$ cat config.mk
export PLATFORM = sky130hd
export DESIGN_NAME = radix_converter
export DESIGN_NICKNAME = d
export VERILOG_FILES = /design/src/hw/rtl/rc_pkg.sv /design/src/hw/rtl/radix_converter.sv /design/src/hw/rtl/rc_front.sv /design/src/hw/rtl/rc_queue.sv /design/src/hw/rtl/rc_back.sv
export SDC_FILE = /design/constraint.sdc
export NUM_CORES = 1
export LEC_CHECK = 0
export ABC_AREA = 1
export CORE_UTILIZATION = 40
export DETAILED_ROUTE_END_ITERATION = 16
export DONT_BUFFER_PORTS = 1
export HOLD_SLACK_MARGIN = 0.12
export MAX_ROUTING_LAYER = met4
export PLACE_DENSITY = 0.63
export SETUP_SLACK_MARGIN = 0.4
export SLEW_MARGIN = 25
export SYNTH_ARGS = -nofsm -noshare
export SYNTH_HDL_FRONTEND = slang
export SYNTH_HIERARCHICAL = 1
export SYNTH_SLANG_ARGS = --single-unit
$ cat constraint.sdc
create_clock -name clk -period 14.2 [get_ports clk]
set_input_delay 0.71 -clock clk [delete_from_list [all_inputs] [get_ports clk]]
set_output_delay 0.71 -clock clk [all_outputs]
set_load 0.01 [all_outputs]
$ cat src/hw/rtl/rc_pkg.sv
// rc_pkg: shared widths, state encodings, register indexes and helpers
// for the radix converter. Depends on nothing; used by every rc_* module.
package rc_pkg;

    localparam int IN_W           = 30;
    localparam int BASE_W         = 4;
    localparam int DIGIT_W        = 4;
    localparam int CFG_IDX_W      = 2;
    localparam int CFG_DATA_W     = 4;

    localparam int MAX_IN_DIGITS  = 9;
    localparam int MAX_OUT_DIGITS = 30;

    // Binary to BCD conversion of the input, two bits per cycle.
    localparam int BCD_DIGITS     = 10;
    localparam int BCD_W          = BCD_DIGITS * DIGIT_W;
    localparam int BCD_BITS       = 2;
    localparam int BCD_CYCLES     = IN_W / BCD_BITS;
    localparam int BCD_CNT_W      = $clog2(BCD_CYCLES);
    localparam int IN_IDX_W       = $clog2(BCD_DIGITS);

    // Long division by the output base, eight quotient bits per cycle.
    localparam int DIV_BITS       = 8;
    localparam int DIV_CHUNKS     = (IN_W + DIV_BITS - 1) / DIV_BITS;
    localparam int DIV_W          = DIV_CHUNKS * DIV_BITS;
    localparam int CHUNK_W        = $clog2(DIV_CHUNKS);
    localparam int STORE_IDX_W    = $clog2(MAX_OUT_DIGITS);
    localparam int COUNT_W        = $clog2(MAX_OUT_DIGITS + 1);

    localparam int QUEUE_DEPTH    = 2;
    localparam int QUEUE_AW       = $clog2(QUEUE_DEPTH);
    localparam int QUEUE_CW       = $clog2(QUEUE_DEPTH + 1);

    localparam logic [CFG_IDX_W-1:0] REG_IN_BASE  = 2'd0;
    localparam logic [CFG_IDX_W-1:0] REG_OUT_BASE = 2'd1;

    localparam logic [BASE_W-1:0] BASE_MIN      = 4'd2;
    localparam logic [BASE_W-1:0] BASE_MAX      = 4'd10;
    localparam logic [BASE_W-1:0] IN_BASE_RST   = 4'd10;
    localparam logic [BASE_W-1:0] OUT_BASE_RST  = 4'd2;

    typedef logic [IN_W-1:0] value_t;

    typedef enum logic [3:0] {
        FS_IDLE   = 4'b0001,
        FS_BCD    = 4'b0010,
        FS_HORNER = 4'b0100,
        FS_PUSH   = 4'b1000
    } front_state_t;

    typedef enum logic [2:0] {
        BS_IDLE = 3'b001,
        BS_DIV  = 3'b010,
        BS_EMIT = 3'b100
    } back_state_t;

    typedef struct packed {
        logic full;
        logic empty;
    } q_status_t;

    function automatic logic [BASE_W-1:0] clamp_base(input logic [BASE_W-1:0] b);
        logic [BASE_W-1:0] r;
        r = b;
        if (b < BASE_MIN)
        begin
            r = BASE_MIN;
        end
        else if (b > BASE_MAX)
        begin
            r = BASE_MAX;
        end
        return r;
    endfunction

endpackage

$ cat src/hw/rtl/radix_converter.sv
// radix_converter: top level of the radix converter; holds the base
// registers and joins front, queue and back. Depends on rc_pkg and rc_*.
//
// Usage: coded_value is taken on the input channel when in_valid is high
// and in_stall low. Its lowest nine decimal digits are read as digits in
// in_base and the value is sent back as digits in out_base on the output
// channel, most significant first, last_digit marking the final digit.
// A zero value gives a single digit 0. Bases outside 2..10 saturate.
// Configuration: cfg_write with cfg_index 0 (in_base) or 1 (out_base)
// writes cfg_data at that edge; write only while the block is idle.
// The front accepts a value, converts it from binary to BCD, folds the
// nine digits in in_base and queues the result. The back divides it by
// out_base, the divider loop yielding 8 quotient bits per cycle, stores
// each remainder as a digit and then sends the stored digits. The slower
// side sets the throughput: the front for runs of up to five digits,
// the back beyond that.
// Reset sets in_base to 10 and out_base to 2 and empties the queue.
// A stalled output holds its digit; the back then waits while the front
// keeps taking items until the two-entry queue fills.
module radix_converter (
    input  logic                            clk,
    input  logic                            rst_n,
    input  logic                            in_valid,
    output logic                            in_stall,
    input  logic [rc_pkg::IN_W-1:0]         coded_value,
    output logic                            out_valid,
    input  logic                            out_stall,
    output logic [rc_pkg::DIGIT_W-1:0]      digit,
    output logic                            last_digit,
    input  logic                            cfg_write,
    input  logic [rc_pkg::CFG_IDX_W-1:0]    cfg_index,
    input  logic [rc_pkg::CFG_DATA_W-1:0]   cfg_data
);

    logic [rc_pkg::BASE_W-1:0]  in_base_reg, in_base_next;
    logic [rc_pkg::BASE_W-1:0]  out_base_reg, out_base_next;

    rc_pkg::q_status_t          q_status;
    logic                       q_push;
    logic                       q_pop;
    rc_pkg::value_t             q_push_data;
    rc_pkg::value_t             q_pop_data;

    always_comb
    begin
        in_base_next  = in_base_reg;
        out_base_next = out_base_reg;
        if (cfg_write)
        begin
            case (cfg_index)
                rc_pkg::REG_IN_BASE:  in_base_next  = cfg_data;
                rc_pkg::REG_OUT_BASE: out_base_next = cfg_data;
                default:
                begin
                end
            endcase
        end
    end

    always_ff @(posedge clk or negedge rst_n)
    begin
        if (!rst_n)
        begin
            in_base_reg  <= rc_pkg::IN_BASE_RST;
            out_base_reg <= rc_pkg::OUT_BASE_RST;
        end
        else
        begin
            in_base_reg  <= in_base_next;
            out_base_reg <= out_base_next;
        end
    end

    rc_front u_front (
        .clk         (clk),
        .rst_n       (rst_n),
        .in_valid    (in_valid),
        .in_stall    (in_stall),
        .coded_value (coded_value),
        .in_base     (in_base_reg),
        .q_status    (q_status),
        .q_push      (q_push),
        .q_data      (q_push_data)
    );

    rc_queue u_queue (
        .clk       (clk),
        .rst_n     (rst_n),
        .push      (q_push),
        .push_data (q_push_data),
        .pop       (q_pop),
        .pop_data  (q_pop_data),
        .status    (q_status)
    );

    rc_back u_back (
        .clk        (clk),
        .rst_n      (rst_n),
        .out_base   (out_base_reg),
        .q_status   (q_status),
        .q_data     (q_pop_data),
        .q_pop      (q_pop),
        .out_valid  (out_valid),
        .out_stall  (out_stall),
        .digit      (digit),
        .last_digit (last_digit)
    );

endmodule

$ cat src/hw/rtl/rc_front.sv
// rc_front: accepts a coded value, splits it into decimal digits and
// folds them into a binary value in the input base. Depends on rc_pkg.
module rc_front (
    input  logic                        clk,
    input  logic                        rst_n,
    input  logic                        in_valid,
    output logic                        in_stall,
    input  rc_pkg::value_t              coded_value,
    input  logic [rc_pkg::BASE_W-1:0]   in_base,
    input  rc_pkg::q_status_t           q_status,
    output logic                        q_push,
    output rc_pkg::value_t              q_data
);

    localparam int WORK_W = rc_pkg::BCD_W + rc_pkg::IN_W;
    localparam int PROD_W = rc_pkg::IN_W + rc_pkg::BASE_W;

    rc_pkg::front_state_t               state_reg, state_next;
    logic [rc_pkg::BCD_CNT_W-1:0]       step_reg, step_next;
    logic [rc_pkg::IN_IDX_W-1:0]        idx_reg, idx_next;
    logic [WORK_W-1:0]                  work_reg, work_next;
    rc_pkg::value_t                     acc_reg, acc_next;

    logic [WORK_W-1:0]                  dd_work;
    logic [rc_pkg::BASE_W-1:0]          b1;
    logic [PROD_W-1:0]                  prod;
    logic [rc_pkg::DIGIT_W-1:0]         cur_digit;
    rc_pkg::value_t                     horner_sum;

    assign b1 = rc_pkg::clamp_base(in_base);

    // Shift-and-add-3 over all BCD lanes, several bits per cycle.
    always_comb
    begin
        dd_work = work_reg;
        for (int s = 0; s < rc_pkg::BCD_BITS; s++)
        begin
            for (int l = 0; l < rc_pkg::BCD_DIGITS; l++)
            begin
                if (dd_work[rc_pkg::IN_W + l*rc_pkg::DIGIT_W +: rc_pkg::DIGIT_W] >= 4'd5)
                begin
                    dd_work[rc_pkg::IN_W + l*rc_pkg::DIGIT_W +: rc_pkg::DIGIT_W] =
                        dd_work[rc_pkg::IN_W + l*rc_pkg::DIGIT_W +: rc_pkg::DIGIT_W] + 4'd3;
                end
            end
            dd_work = {dd_work[WORK_W-2:0], 1'b0};
        end
    end

    assign cur_digit  = work_reg[rc_pkg::IN_W + idx_reg*rc_pkg::DIGIT_W +: rc_pkg::DIGIT_W];
    assign prod       = {{rc_pkg::BASE_W{1'b0}}, acc_reg} * {{rc_pkg::IN_W{1'b0}}, b1};
    assign horner_sum = prod[rc_pkg::IN_W-1:0]
                        + {{(rc_pkg::IN_W-rc_pkg::DIGIT_W){1'b0}}, cur_digit};

    assign in_stall = (state_reg != rc_pkg::FS_IDLE);
    assign q_push   = (state_reg == rc_pkg::FS_PUSH) && !q_status.full;
    assign q_data   = acc_reg;

    always_comb
    begin
        state_next = state_reg;
        step_next  = step_reg;
        idx_next   = idx_reg;
        work_next  = work_reg;
        acc_next   = acc_reg;
        case (state_reg)
            rc_pkg::FS_IDLE:
            begin
                if (in_valid)
                begin
                    work_next  = {{rc_pkg::BCD_W{1'b0}}, coded_value};
                    step_next  = '0;
                    state_next = rc_pkg::FS_BCD;
                end
            end
            rc_pkg::FS_BCD:
            begin
                work_next = dd_work;
                step_next = step_reg + 1'b1;
                if (step_reg == rc_pkg::BCD_CNT_W'(rc_pkg::BCD_CYCLES - 1))
                begin
                    acc_next   = '0;
                    idx_next   = rc_pkg::IN_IDX_W'(rc_pkg::MAX_IN_DIGITS - 1);
                    state_next = rc_pkg::FS_HORNER;
                end
            end
            rc_pkg::FS_HORNER:
            begin
                // Most significant used digit first; digits above the limit are ignored.
                acc_next = horner_sum;
                idx_next = idx_reg - 1'b1;
                if (idx_reg == '0)
                begin
                    state_next = rc_pkg::FS_PUSH;
                end
            end
            rc_pkg::FS_PUSH:
            begin
                if (!q_status.full)
                begin
                    state_next = rc_pkg::FS_IDLE;
                end
            end
            default:
            begin
                state_next = rc_pkg::FS_IDLE;
            end
        endcase
    end

    always_ff @(posedge clk or negedge rst_n)
    begin
        if (!rst_n)
        begin
            state_reg <= rc_pkg::FS_IDLE;
            step_reg  <= '0;
            idx_reg   <= '0;
        end
        else
        begin
            state_reg <= state_next;
            step_reg  <= step_next;
            idx_reg   <= idx_next;
        end
    end

    always_ff @(posedge clk)
    begin
        work_reg <= work_next;
        acc_reg  <= acc_next;
    end

endmodule

$ cat src/hw/rtl/rc_queue.sv
// rc_queue: short FIFO of converted values between front and back.
// Depends on rc_pkg.
module rc_queue (
    input  logic                clk,
    input  logic                rst_n,
    input  logic                push,
    input  rc_pkg::value_t      push_data,
    input  logic                pop,
    output rc_pkg::value_t      pop_data,
    output rc_pkg::q_status_t   status
);

    rc_pkg::value_t                 mem [rc_pkg::QUEUE_DEPTH];
    logic [rc_pkg::QUEUE_AW-1:0]    wr_ptr_reg, wr_ptr_next;
    logic [rc_pkg::QUEUE_AW-1:0]    rd_ptr_reg, rd_ptr_next;
    logic [rc_pkg::QUEUE_CW-1:0]    count_reg, count_next;
    logic                           do_push, do_pop;

    assign status.full  = (count_reg == rc_pkg::QUEUE_CW'(rc_pkg::QUEUE_DEPTH));
    assign status.empty = (count_reg == '0);
    assign do_push      = push && !status.full;
    assign do_pop       = pop && !status.empty;
    assign pop_data     = mem[rd_ptr_reg];

    always_comb
    begin
        wr_ptr_next = wr_ptr_reg;
        rd_ptr_next = rd_ptr_reg;
        count_next  = count_reg;
        if (do_push)
        begin
            wr_ptr_next = (wr_ptr_reg == rc_pkg::QUEUE_AW'(rc_pkg::QUEUE_DEPTH - 1))
                          ? '0 : wr_ptr_reg + 1'b1;
        end
        if (do_pop)
        begin
            rd_ptr_next = (rd_ptr_reg == rc_pkg::QUEUE_AW'(rc_pkg::QUEUE_DEPTH - 1))
                          ? '0 : rd_ptr_reg + 1'b1;
        end
        if (do_push && !do_pop)
        begin
            count_next = count_reg + 1'b1;
        end
        else if (do_pop && !do_push)
        begin
            count_next = count_reg - 1'b1;
        end
    end

    always_ff @(posedge clk or negedge rst_n)
    begin
        if (!rst_n)
        begin
            wr_ptr_reg <= '0;
            rd_ptr_reg <= '0;
            count_reg  <= '0;
        end
        else
        begin
            wr_ptr_reg <= wr_ptr_next;
            rd_ptr_reg <= rd_ptr_next;
            count_reg  <= count_next;
        end
    end

    always_ff @(posedge clk)
    begin
        if (do_push)
        begin
            mem[wr_ptr_reg] <= push_data;
        end
    end

endmodule

$ cat src/hw/rtl/rc_back.sv
// rc_back: divides each queued value by the output base, stores the
// remainders and sends them out most significant first. Depends on rc_pkg.
module rc_back (
    input  logic                        clk,
    input  logic                        rst_n,
    input  logic [rc_pkg::BASE_W-1:0]   out_base,
    input  rc_pkg::q_status_t           q_status,
    input  rc_pkg::value_t              q_data,
    output logic                        q_pop,
    output logic                        out_valid,
    input  logic                        out_stall,
    output logic [rc_pkg::DIGIT_W-1:0]  digit,
    output logic                        last_digit
);

    rc_pkg::back_state_t                state_reg, state_next;
    logic [rc_pkg::CHUNK_W-1:0]         chunk_reg, chunk_next;
    logic [rc_pkg::COUNT_W-1:0]         count_reg, count_next;
    logic [rc_pkg::STORE_IDX_W-1:0]     rd_idx_reg, rd_idx_next;
    logic [rc_pkg::DIV_W-1:0]           quo_reg, quo_next;
    logic [rc_pkg::BASE_W-1:0]          rem_reg, rem_next;
    logic                               out_valid_reg, out_valid_next;
    logic [rc_pkg::DIGIT_W-1:0]         digit_reg;
    logic                               last_digit_reg;

    logic [rc_pkg::DIGIT_W-1:0]         digit_store [rc_pkg::MAX_OUT_DIGITS];
    logic                               st_we;
    logic                               out_load;

    logic [rc_pkg::BASE_W-1:0]          b2;
    logic [rc_pkg::DIV_W-1:0]           q_work;
    logic [rc_pkg::BASE_W-1:0]          r_work;
    logic [rc_pkg::BASE_W:0]            t_work;

    assign b2 = rc_pkg::clamp_base(out_base);

    // One restoring-division step per quotient bit; the remainder stays below the base.
    always_comb
    begin
        q_work = quo_reg;
        r_work = rem_reg;
        t_work = '0;
        for (int j = 0; j < rc_pkg::DIV_BITS; j++)
        begin
            t_work = {r_work, q_work[rc_pkg::DIV_W-1]};
            q_work = {q_work[rc_pkg::DIV_W-2:0], 1'b0};
            if (t_work >= {1'b0, b2})
            begin
                t_work    = t_work - {1'b0, b2};
                q_work[0] = 1'b1;
            end
            r_work = t_work[rc_pkg::BASE_W-1:0];
        end
    end

    assign out_load = (state_reg == rc_pkg::BS_EMIT) && (!out_valid_reg || !out_stall);
    assign st_we    = (state_reg == rc_pkg::BS_DIV)
                      && (chunk_reg == rc_pkg::CHUNK_W'(rc_pkg::DIV_CHUNKS - 1));
    assign q_pop    = (state_reg == rc_pkg::BS_IDLE) && !q_status.empty;

    always_comb
    begin
        state_next     = state_reg;
        chunk_next     = chunk_reg;
        count_next     = count_reg;
        rd_idx_next    = rd_idx_reg;
        quo_next       = quo_reg;
        rem_next       = rem_reg;
        out_valid_next = out_valid_reg;
        if (out_valid_reg && !out_stall)
        begin
            out_valid_next = 1'b0;
        end
        case (state_reg)
            rc_pkg::BS_IDLE:
            begin
                if (!q_status.empty)
                begin
                    quo_next   = {{(rc_pkg::DIV_W-rc_pkg::IN_W){1'b0}}, q_data};
                    rem_next   = '0;
                    chunk_next = '0;
                    count_next = '0;
                    state_next = rc_pkg::BS_DIV;
                end
            end
            rc_pkg::BS_DIV:
            begin
                quo_next   = q_work;
                rem_next   = r_work;
                chunk_next = chunk_reg + 1'b1;
                if (st_we)
                begin
                    // Digit done: a zero value still yields its single digit 0.
                    rem_next   = '0;
                    chunk_next = '0;
                    count_next = count_reg + 1'b1;
                    if ((q_work == '0)
                        || (count_reg == rc_pkg::COUNT_W'(rc_pkg::MAX_OUT_DIGITS - 1)))
                    begin
                        rd_idx_next = count_reg[rc_pkg::STORE_IDX_W-1:0];
                        state_next  = rc_pkg::BS_EMIT;
                    end
                end
            end
            rc_pkg::BS_EMIT:
            begin
                if (out_load)
                begin
                    out_valid_next = 1'b1;
                    rd_idx_next    = rd_idx_reg - 1'b1;
                    if (rd_idx_reg == '0)
                    begin
                        state_next = rc_pkg::BS_IDLE;
                    end
                end
            end
            default:
            begin
                state_next = rc_pkg::BS_IDLE;
            end
        endcase
    end

    always_ff @(posedge clk or negedge rst_n)
    begin
        if (!rst_n)
        begin
            state_reg     <= rc_pkg::BS_IDLE;
            chunk_reg     <= '0;
            count_reg     <= '0;
            rd_idx_reg    <= '0;
            rem_reg       <= '0;
            out_valid_reg <= 1'b0;
        end
        else
        begin
            state_reg     <= state_next;
            chunk_reg     <= chunk_next;
            count_reg     <= count_next;
            rd_idx_reg    <= rd_idx_next;
            rem_reg       <= rem_next;
            out_valid_reg <= out_valid_next;
        end
    end

    always_ff @(posedge clk)
    begin
        quo_reg <= quo_next;
        if (st_we)
        begin
            digit_store[count_reg[rc_pkg::STORE_IDX_W-1:0]] <= r_work;
        end
        if (out_load)
        begin
            digit_reg      <= digit_store[rd_idx_reg];
            last_digit_reg <= (rd_idx_reg == '0);
        end
    end

    assign out_valid  = out_valid_reg;
    assign digit      = digit_reg;
    assign last_digit = last_digit_reg;

`ifndef ASSERT_OFF
    a_rem_below_base: assert property (@(posedge clk) disable iff (!rst_n)
        (state_reg == rc_pkg::BS_DIV) |-> (rem_reg < b2))
        else $error("division remainder not below the output base");

    a_emit_in_range: assert property (@(posedge clk) disable iff (!rst_n)
        (state_reg == rc_pkg::BS_EMIT)
            |-> (rd_idx_reg < count_reg))
        else $error("emit index outside the stored digits");

    a_count_limit: assert property (@(posedge clk) disable iff (!rst_n)
        count_reg <= rc_pkg::COUNT_W'(rc_pkg::MAX_OUT_DIGITS))
        else $error("digit count above the store depth");

    a_last_ends_run: assert property (@(posedge clk) disable iff (!rst_n)
        (out_load && (rd_idx_reg == '0)) |=> (state_reg == rc_pkg::BS_IDLE))
        else $error("back end did not finish after the last digit");
`endif

endmodule

; ---- Word-level counts from Yosys, hierarchy flattened
; Memory sizes are Yosys's and may differ from the RTL's. A register that Yosys moved wholly into a read port is not among the register bits.
; Index checks and enable logic that the tools add are counted.
[classes]
n_addsub = 39
multipliers = 1
div_mod_pow = 0
order_cmp = 32
eq_ne = 22
n_shift = 1
mux = 85
n_bitwise = 0
reduce_logical = 36
[op_table]
columns = operator, count
row1 = 2-to-1 mux 4 bit, 38
row2 = case mux 70 bit (2 select lines), 1
row3 = >= comparator 4 x 3 -> 1 bit (second input constant), 20
row4 = adder 4 x 2 -> 4 bit (second input constant), 18
row5 = 2-to-1 mux 70 bit, 1
row6 = indexed part select 70 x 8 -> 4 bit, 1
row7 = case mux 32 bit (2 select lines), 1
row8 = case mux 30 bit (2 select lines), 1
row9 = >= comparator 5 x 4 -> 1 bit, 8
row10 = logical NOT 32 bit, 1
row11 = 2-to-1 mux 32 bit, 1
row12 = subtractor 4 bit, 8
row13 = adder 30 x 4 -> 30 bit, 1
row14 = multiplier 30 x 4 -> 30 bit, 1
row15 = 2-to-1 mux 30 bit, 1
row16 = 2-to-1 mux 5 bit, 5
row17 = case mux 4 bit (2 select lines), 3
row18 = 2-to-1 mux 3 bit, 7
row19 = case mux 5 bit (2 select lines), 2
row20 = 2-to-1 mux 1 bit, 17
row21 = case mux 4 bit (4 select lines), 1
row22 = != test 2 bit (second input constant), 5
row23 = AND reduction 2 bit, 5
row24 = nonzero test 2 bit, 5
row25 = other kinds (35), 64
[word_totals]
regBits = 177
latchBits = 0
ramBits = 180
mem_bits_ro = 0
input_bits = 41
out_inout_bits = 7
word_cells = 236
memories = 2
[mem_list]
columns = name, words, width, rd, rd_clocked_by_memory_dff, wr, line_no
row1 = u_back.digit_store, 30, 4, 1, 1, 1, rc_back.sv:26  ; logic [rc_pkg::DIGIT_W-1:0] digit_store [rc_pkg::MAX_OUT_DIGITS];
row2 = u_queue.mem, 2, 30, 1, 0, 1, rc_queue.sv:13  ; rc_pkg::value_t mem [rc_pkg::QUEUE_DEPTH];

; ---- Logic depth before layout (Yosys ltp)
[depth]
word_depth = 24
ltp_mapped = 80
depth_no_buf = 80

; ---- Hierarchy
; Netlist, hierarchy kept.
[modules_own_cells]
columns = mod, instances, cells_each, area_each_um2, seq_area_each_um2
row1 = rc_front, 1, 1398, 10646.5, 3304.4
row2 = rc_back, 1, 939, 9330.2, 5216.3
row3 = rc_queue, 1, 188, 2403.6, 1901.8
row4 = radix_converter, 1, 37, 337.8, 203.9

; ---- Worst setup path after synthesis
; No wires, ideal clock.
[synth_timing]
path_type = register to register
startpoint = register out_base_reg[3] (netlist name)
endpoint = memory u_back/digit_store[0][3] (netlist name) (data pin)
setup_time_ns = 0.358
arrival_time_ns = 11.497
required_ns = 13.842
slack_ns = 2.345
path_stages_with_launch = 75
path_buffers = 0
synth_period_minus_slack_ns = 11.855
path_cell_list = dfrtp_1 -> inv_1 -> a21oi_1 -> inv_1 -> nand3_1 -> inv_1 -> ha_1 -> nand2_1 -> inv_1 -> nand2_1 -> nand2_1 -> nand2_2 -> nand2_4 -> nand2_1 -> nand2_1 -> ha_1 -> a21oi_1 -> o21bai_1 -> [39 not listed] -> a21oi_1 -> ha_1 -> a21oi_1 -> o21ai_0 -> and2_1 -> nor3_1 -> nand3_4 -> inv_1 -> nand2_1 -> o21ai_1 -> ha_1 -> a21oi_1 -> o21ai_0 -> nand2_1 -> o21ai_0 -> nor2_1 -> nand2_2 -> o21ai_1
[synth_via]
elab_chain_len = 19
word_cells_on_any_way = 28
classes_between = add/sub: 8 / order compare: 10 / mux: 10
[synth_rtl]
columns = item, line_no
row1 = start: declaration, radix_converter.sv:36  ; logic [rc_pkg::BASE_W-1:0] out_base_reg, out_base_next;
row2 = start signal: assignment, radix_converter.sv:65  ; out_base_reg <= rc_pkg::OUT_BASE_RST;
row3 = start signal: assignment, radix_converter.sv:70  ; out_base_reg <= out_base_next;
row4 = greater-than comparator 4 bit, rc_pkg.sv:69  ; else if (b > BASE_MAX)
row5 = 2-to-1 mux 4 bit, rc_pkg.sv:69
row6 = 2-to-1 mux 4 bit (*), rc_pkg.sv:65  ; if (b < BASE_MIN)
row7 = subtractor 4 bit / >= comparator 5 x 4 -> 1 bit (equally long branches), "rc_back.sv:49, rc_back.sv:47"
row8 = 2-to-1 mux 4 bit, rc_back.sv:47  ; if (t_work >= {1'b0, b2})
row9 = subtractor 4 bit / >= comparator 5 x 4 -> 1 bit (equally long branches), "rc_back.sv:49, rc_back.sv:47"
row10 = 2-to-1 mux 4 bit, rc_back.sv:47
row11 = subtractor 4 bit / >= comparator 5 x 4 -> 1 bit (equally long branches), "rc_back.sv:49, rc_back.sv:47"
row12 = [4 not listed], n/a
row13 = 2-to-1 mux 4 bit, rc_back.sv:47
row14 = subtractor 4 bit / >= comparator 5 x 4 -> 1 bit (equally long branches), "rc_back.sv:49, rc_back.sv:47"
row15 = 2-to-1 mux 4 bit, rc_back.sv:47
row16 = subtractor 4 bit / >= comparator 5 x 4 -> 1 bit (equally long branches), "rc_back.sv:49, rc_back.sv:47"
row17 = 2-to-1 mux 4 bit, rc_back.sv:47
row18 = subtractor 4 bit / >= comparator 5 x 4 -> 1 bit (equally long branches), "rc_back.sv:49, rc_back.sv:47"
row19 = 2-to-1 mux 4 bit (*), rc_back.sv:47
row20 = net u_back.t_work (one bit), rc_back.sv:33  ; logic [rc_pkg::BASE_W:0] t_work;
row21 = end: declaration, rc_back.sv:26
; Mark *: on every way through the listed nets, which the timed path passes. The rest lies on a longest branch.

; ---- Final worst setup path
[layout_timing]
startpoint = register out_base_reg[3] (netlist name)
endpoint = memory u_back/digit_store[24][0] (netlist name) (data pin)
[layout_via]
elab_chain_len = 19
word_cells_on_any_way = 28
classes_between = add/sub: 8 / order compare: 10 / mux: 10
[layout_rtl]
columns = item, line_no
row1 = greater-than comparator 4 bit, rc_pkg.sv:69
row2 = 2-to-1 mux 4 bit, rc_pkg.sv:69
row3 = 2-to-1 mux 4 bit (*), rc_pkg.sv:65
row4 = subtractor 4 bit / >= comparator 5 x 4 -> 1 bit (equally long branches), "rc_back.sv:49, rc_back.sv:47"
row5 = 2-to-1 mux 4 bit, rc_back.sv:47
row6 = subtractor 4 bit / >= comparator 5 x 4 -> 1 bit (equally long branches), "rc_back.sv:49, rc_back.sv:47"
row7 = 2-to-1 mux 4 bit, rc_back.sv:47
row8 = subtractor 4 bit / >= comparator 5 x 4 -> 1 bit (equally long branches), "rc_back.sv:49, rc_back.sv:47"
row9 = [4 not listed], n/a
row10 = 2-to-1 mux 4 bit, rc_back.sv:47
row11 = subtractor 4 bit / >= comparator 5 x 4 -> 1 bit (equally long branches), "rc_back.sv:49, rc_back.sv:47"
row12 = 2-to-1 mux 4 bit, rc_back.sv:47
row13 = subtractor 4 bit / >= comparator 5 x 4 -> 1 bit (equally long branches), "rc_back.sv:49, rc_back.sv:47"
row14 = 2-to-1 mux 4 bit, rc_back.sv:47
row15 = >= comparator 5 x 4 -> 1 bit, rc_back.sv:47
row16 = 2-to-1 mux 4 bit (*), rc_back.sv:47
row17 = net u_back.t_work (one bit), rc_back.sv:33
; Marks and branches as above.

==> flow_metrics.py <==
metrics = {
    "run_status": {
        "status": "complete, no violations",
    },
    "synthesis": {
        "synthCells": 2562,
        "syn-num-nets": 2807,
        "netlist.top_cell.by_area": "edfxtp_1",
        "ys_types": 57,
        "synthDominantCellAreaShare_pct": 41.9,
        "synth_flop_cell": "edfxtp_1",
        "ys_seq_area_share_pct": 46.8,
        "synthXorXnorAreaFrac_pct": 1.23,
        "synth_adder_area_share_pct": 13.3,
        "synth_compound_area_share_pct": 11.0,
        "synth_top_family_by_area": "simple AND/OR/NAND/NOR gates",
        "synthMuxAreaShare_pct": 0.0881,
        "async_reset_ff_share_pct": 12.2,
        "ys_warn_count": 6,
        "ys_ff_latch": 361,
        "synthSimpleGateAreaFrac_pct": 20.8,
        "synthTopCellsByArea": "edfxtp_1 (42%), nand2_1 (9.9%), ha_1 (7.8%), fa_1 (5.6%), nor2_1 (5.5%)",
        "syn_area_um2": 22700,
        "synth_edf_count": 317,
        "syn_avg_cell_area_um2": 8.87,
    },
    "final_layout": {
        "drive_above_1_share_pct": 6.68,
        "final_cell_area_um2": 24900,
        "syn2layout_area_growth_pct": 9.60,
        "final_core_util_pct": 44.8,
        "largest_reg_flops": 120,
        "nNetsFinal": 2802,
        "fill_cells": 5281,
    },
    "setup_path": {
        "worstPathRequired_ns": 14.55,
        "worstPathArrival_ns": 12.97,
        "r2r_cells": 78,
        "critical_path_class": "reg -> reg",
        "crit_top_cell": "nand2_1",
        "rrSetupSlack_ns": 1.58,
        "slowest_delay_ns": 0.39,
        "critPathCaptureType": "flip-flop",
        "slowest_stage": "dfrtp_1",
        "start_kind": "flip-flop",
        "path_max_fanout": 31,
    },
    "global_route": {
        "grt_pass1_vias": 16916,
        "grt_pass1_wl_um": 83500,
        "grt_usage_pct": 18.5,
        "grt_max_degree": 72,
        "grt_overflow": 0,
        "grt_antenna_before_repair": 1,
    },
    "timing": {
        "finalSetupTns_ns": 0,
        "fmax_mhz": 79.2,
        "rsz0062_at_grt": "no",
        "holdWs_ns": 0.249,
        "period_needed_ns": 12.62,
        "finalSetupViolCount": 0,
        "finClkSkew_ns": 0.0213,
        "finalCritPeriodShare_pct": 88.9,
        "report.final.slew_viol_count": 0,
        "relSlewSlack_pct": 34.9,
        "worst_slew_pin_slew_ns": 0.969,
        "finalHoldViolCount": 0,
    },
    "drt": {
        "vias_per_cell": 5.16,
        "ant_nets": 0,
        "drcViolationCount": 0,
        "initialDrtViolationCount": 1249,
        "wl_per_cell_um": 15.3,
        "routed_wl_um": 51200,
        "drt_first_pass_iters": 6,
        "vias": 17221,
    },
    "min_path": {
        "hp-class": "in -> reg",
        "holdPathStages": 2,
    },
    "clock_network": {
        "clock_latency_ns": 0.58,
        "cts_inserted_buffers": 42,
        "cts_buffer_depth": 3,
        "cts_sinks": 361,
        "cts_tree": "done",
        "cts_htree_levels": 2,
        "clk_pin_slew_ns": 0.06,
        "cts_root_buf": "clkbuf_16",
    },
    "place": {
        "io_buffers": 0,
        "gp_congestion": 0.919,
        "dpl.hpwl_um": 36000,
        "place_area_um2": 23500,
    },
    "floorplan": {
        "die-area_um2": 57800,
        "initial_core_util_pct": 40.8,
        "io_pins": 48,
        "num_rows": 86,
        "die_y_um": 240,
        "die_width_um": 240,
        "fp.coreArea_um2": 55600,
    },
    "flow_run": {
        "maxCapViolCount": 0,
    },
}
## path summary, 6_finish.rpt
kind                                       from                        end
min in group asynchronous                 rst_n        u_front/step_reg[0]
worst max-delay path            out_base_reg[3]  u_back/digit_store[24][0]
worst min-delay path                cfg_data[3]             in_base_reg[3]
max in group asynchronous                 rst_n            out_base_reg[1]
worst max register to register  out_base_reg[3]  u_back/digit_store[24][0]
worst min register to register  out_base_reg[1]            out_base_reg[1]
## metrics by stage
stage               setup WS [ns]  cells
floorplan                    2.34   2562
global placement             1.94   3259
detailed placement           1.18   3259
CTS                          1.13   3338
global route                0.406   3339
finish                       1.58   3339
## per-layer routing
layer | share of wire, % | track usage (%)
met1 | 45 | 23.5
met2 | 48 | 30.7
met3 | 5.0 | 2.72
met4 | 2.2 | 4.79
met5 | 0 | -
## layout make-up
cell class / count / area, um^2 / share of cell area, %
repair buffers: 17 / 150 / 0.603
flip-flops and latches: 361 / 10600 / 42.7
clock inverters: 23 / 243 / 0.975
inverters: 331 / 1250 / 5.02
diodes: 1 / 2.50 / 0.0100
clock buffers: 54 / 1100 / 4.40
well taps: 748 / 936 / 3.76
multi-input cells: 1804 / 10600 / 42.6
## cell usage in the layout, fill, tap and decap left out, types with 7 or more instances in the layout
cell type and instances:
a21oi_1 109, a31oi_1 9, buf_4 15, clkbuf_1 12
clkbuf_16 42, clkinv_1 9, clkinv_2 8, dfrtp_1 38
edfxtp_1 317, fa_1 63, ha_1 141, inv_1 309
inv_2 16, nand2_1 596, nand2_2 13, nand2_4 7
nand3_1 87, nand3_4 9, nand4_1 26, nor2_1 332
nor2_2 8, nor3_1 15, o211ai_1 7, o21a_1 8
o21ai_0 228, o21ai_1 8, o21ai_2 16, o21bai_1 8
o22ai_1 24, xor2_1 28
## worst max-delay path, delay by kind of cell, from the launching register on
kind / cells / cell delay, ns
flops: 1 / 0.39
simple gates: 39 / 4.66
compound gates: 17 / 2.85
fa+ha+maj: 8 / 2.54
buf+inv: 14 / 1.89
## repair_timing
action,CTS,global route
setup buffers,0,0
hold buffers,2,0
endpoints found under the setup margin,0,132
endpoints found under the hold margin,44,0
resized for setup,0,4
## logic make-up (layout without fill, tap and decap cells)
| group | count (synthesis) | after routing |
|---|---|---|
| fa+ha+maj | 204 | 204 |
| simple gates | 1118 | 1118 |
| mux | 2 | 2 |
| flops | 361 | 361 |
| xor+xnor | 32 | 32 |
| other cells | 0 | 1 |
| compound gates | 448 | 448 |
| buf+inv | 397 | 425 |
## Yosys cell counts (12+ instances only)
library cell and number:
xor2_1 28, clkbuf_1 41, dfrtp_1 39, o21ai_0 228, o21ai_2 15, nand4_1 26
o22ai_1 24, ha_1 141, buf_2 20, a21oi_1 109, nand3_1 87, nor2_1 333
inv_1 314, nand2_1 597, nand2_2 12, fa_1 63, inv_2 13, nor3_1 19
edfxtp_1 317
Power is left out: the tool's default activity adds up to more than one toggle a clock period on the data nets, which glitch-free logic cannot reach.
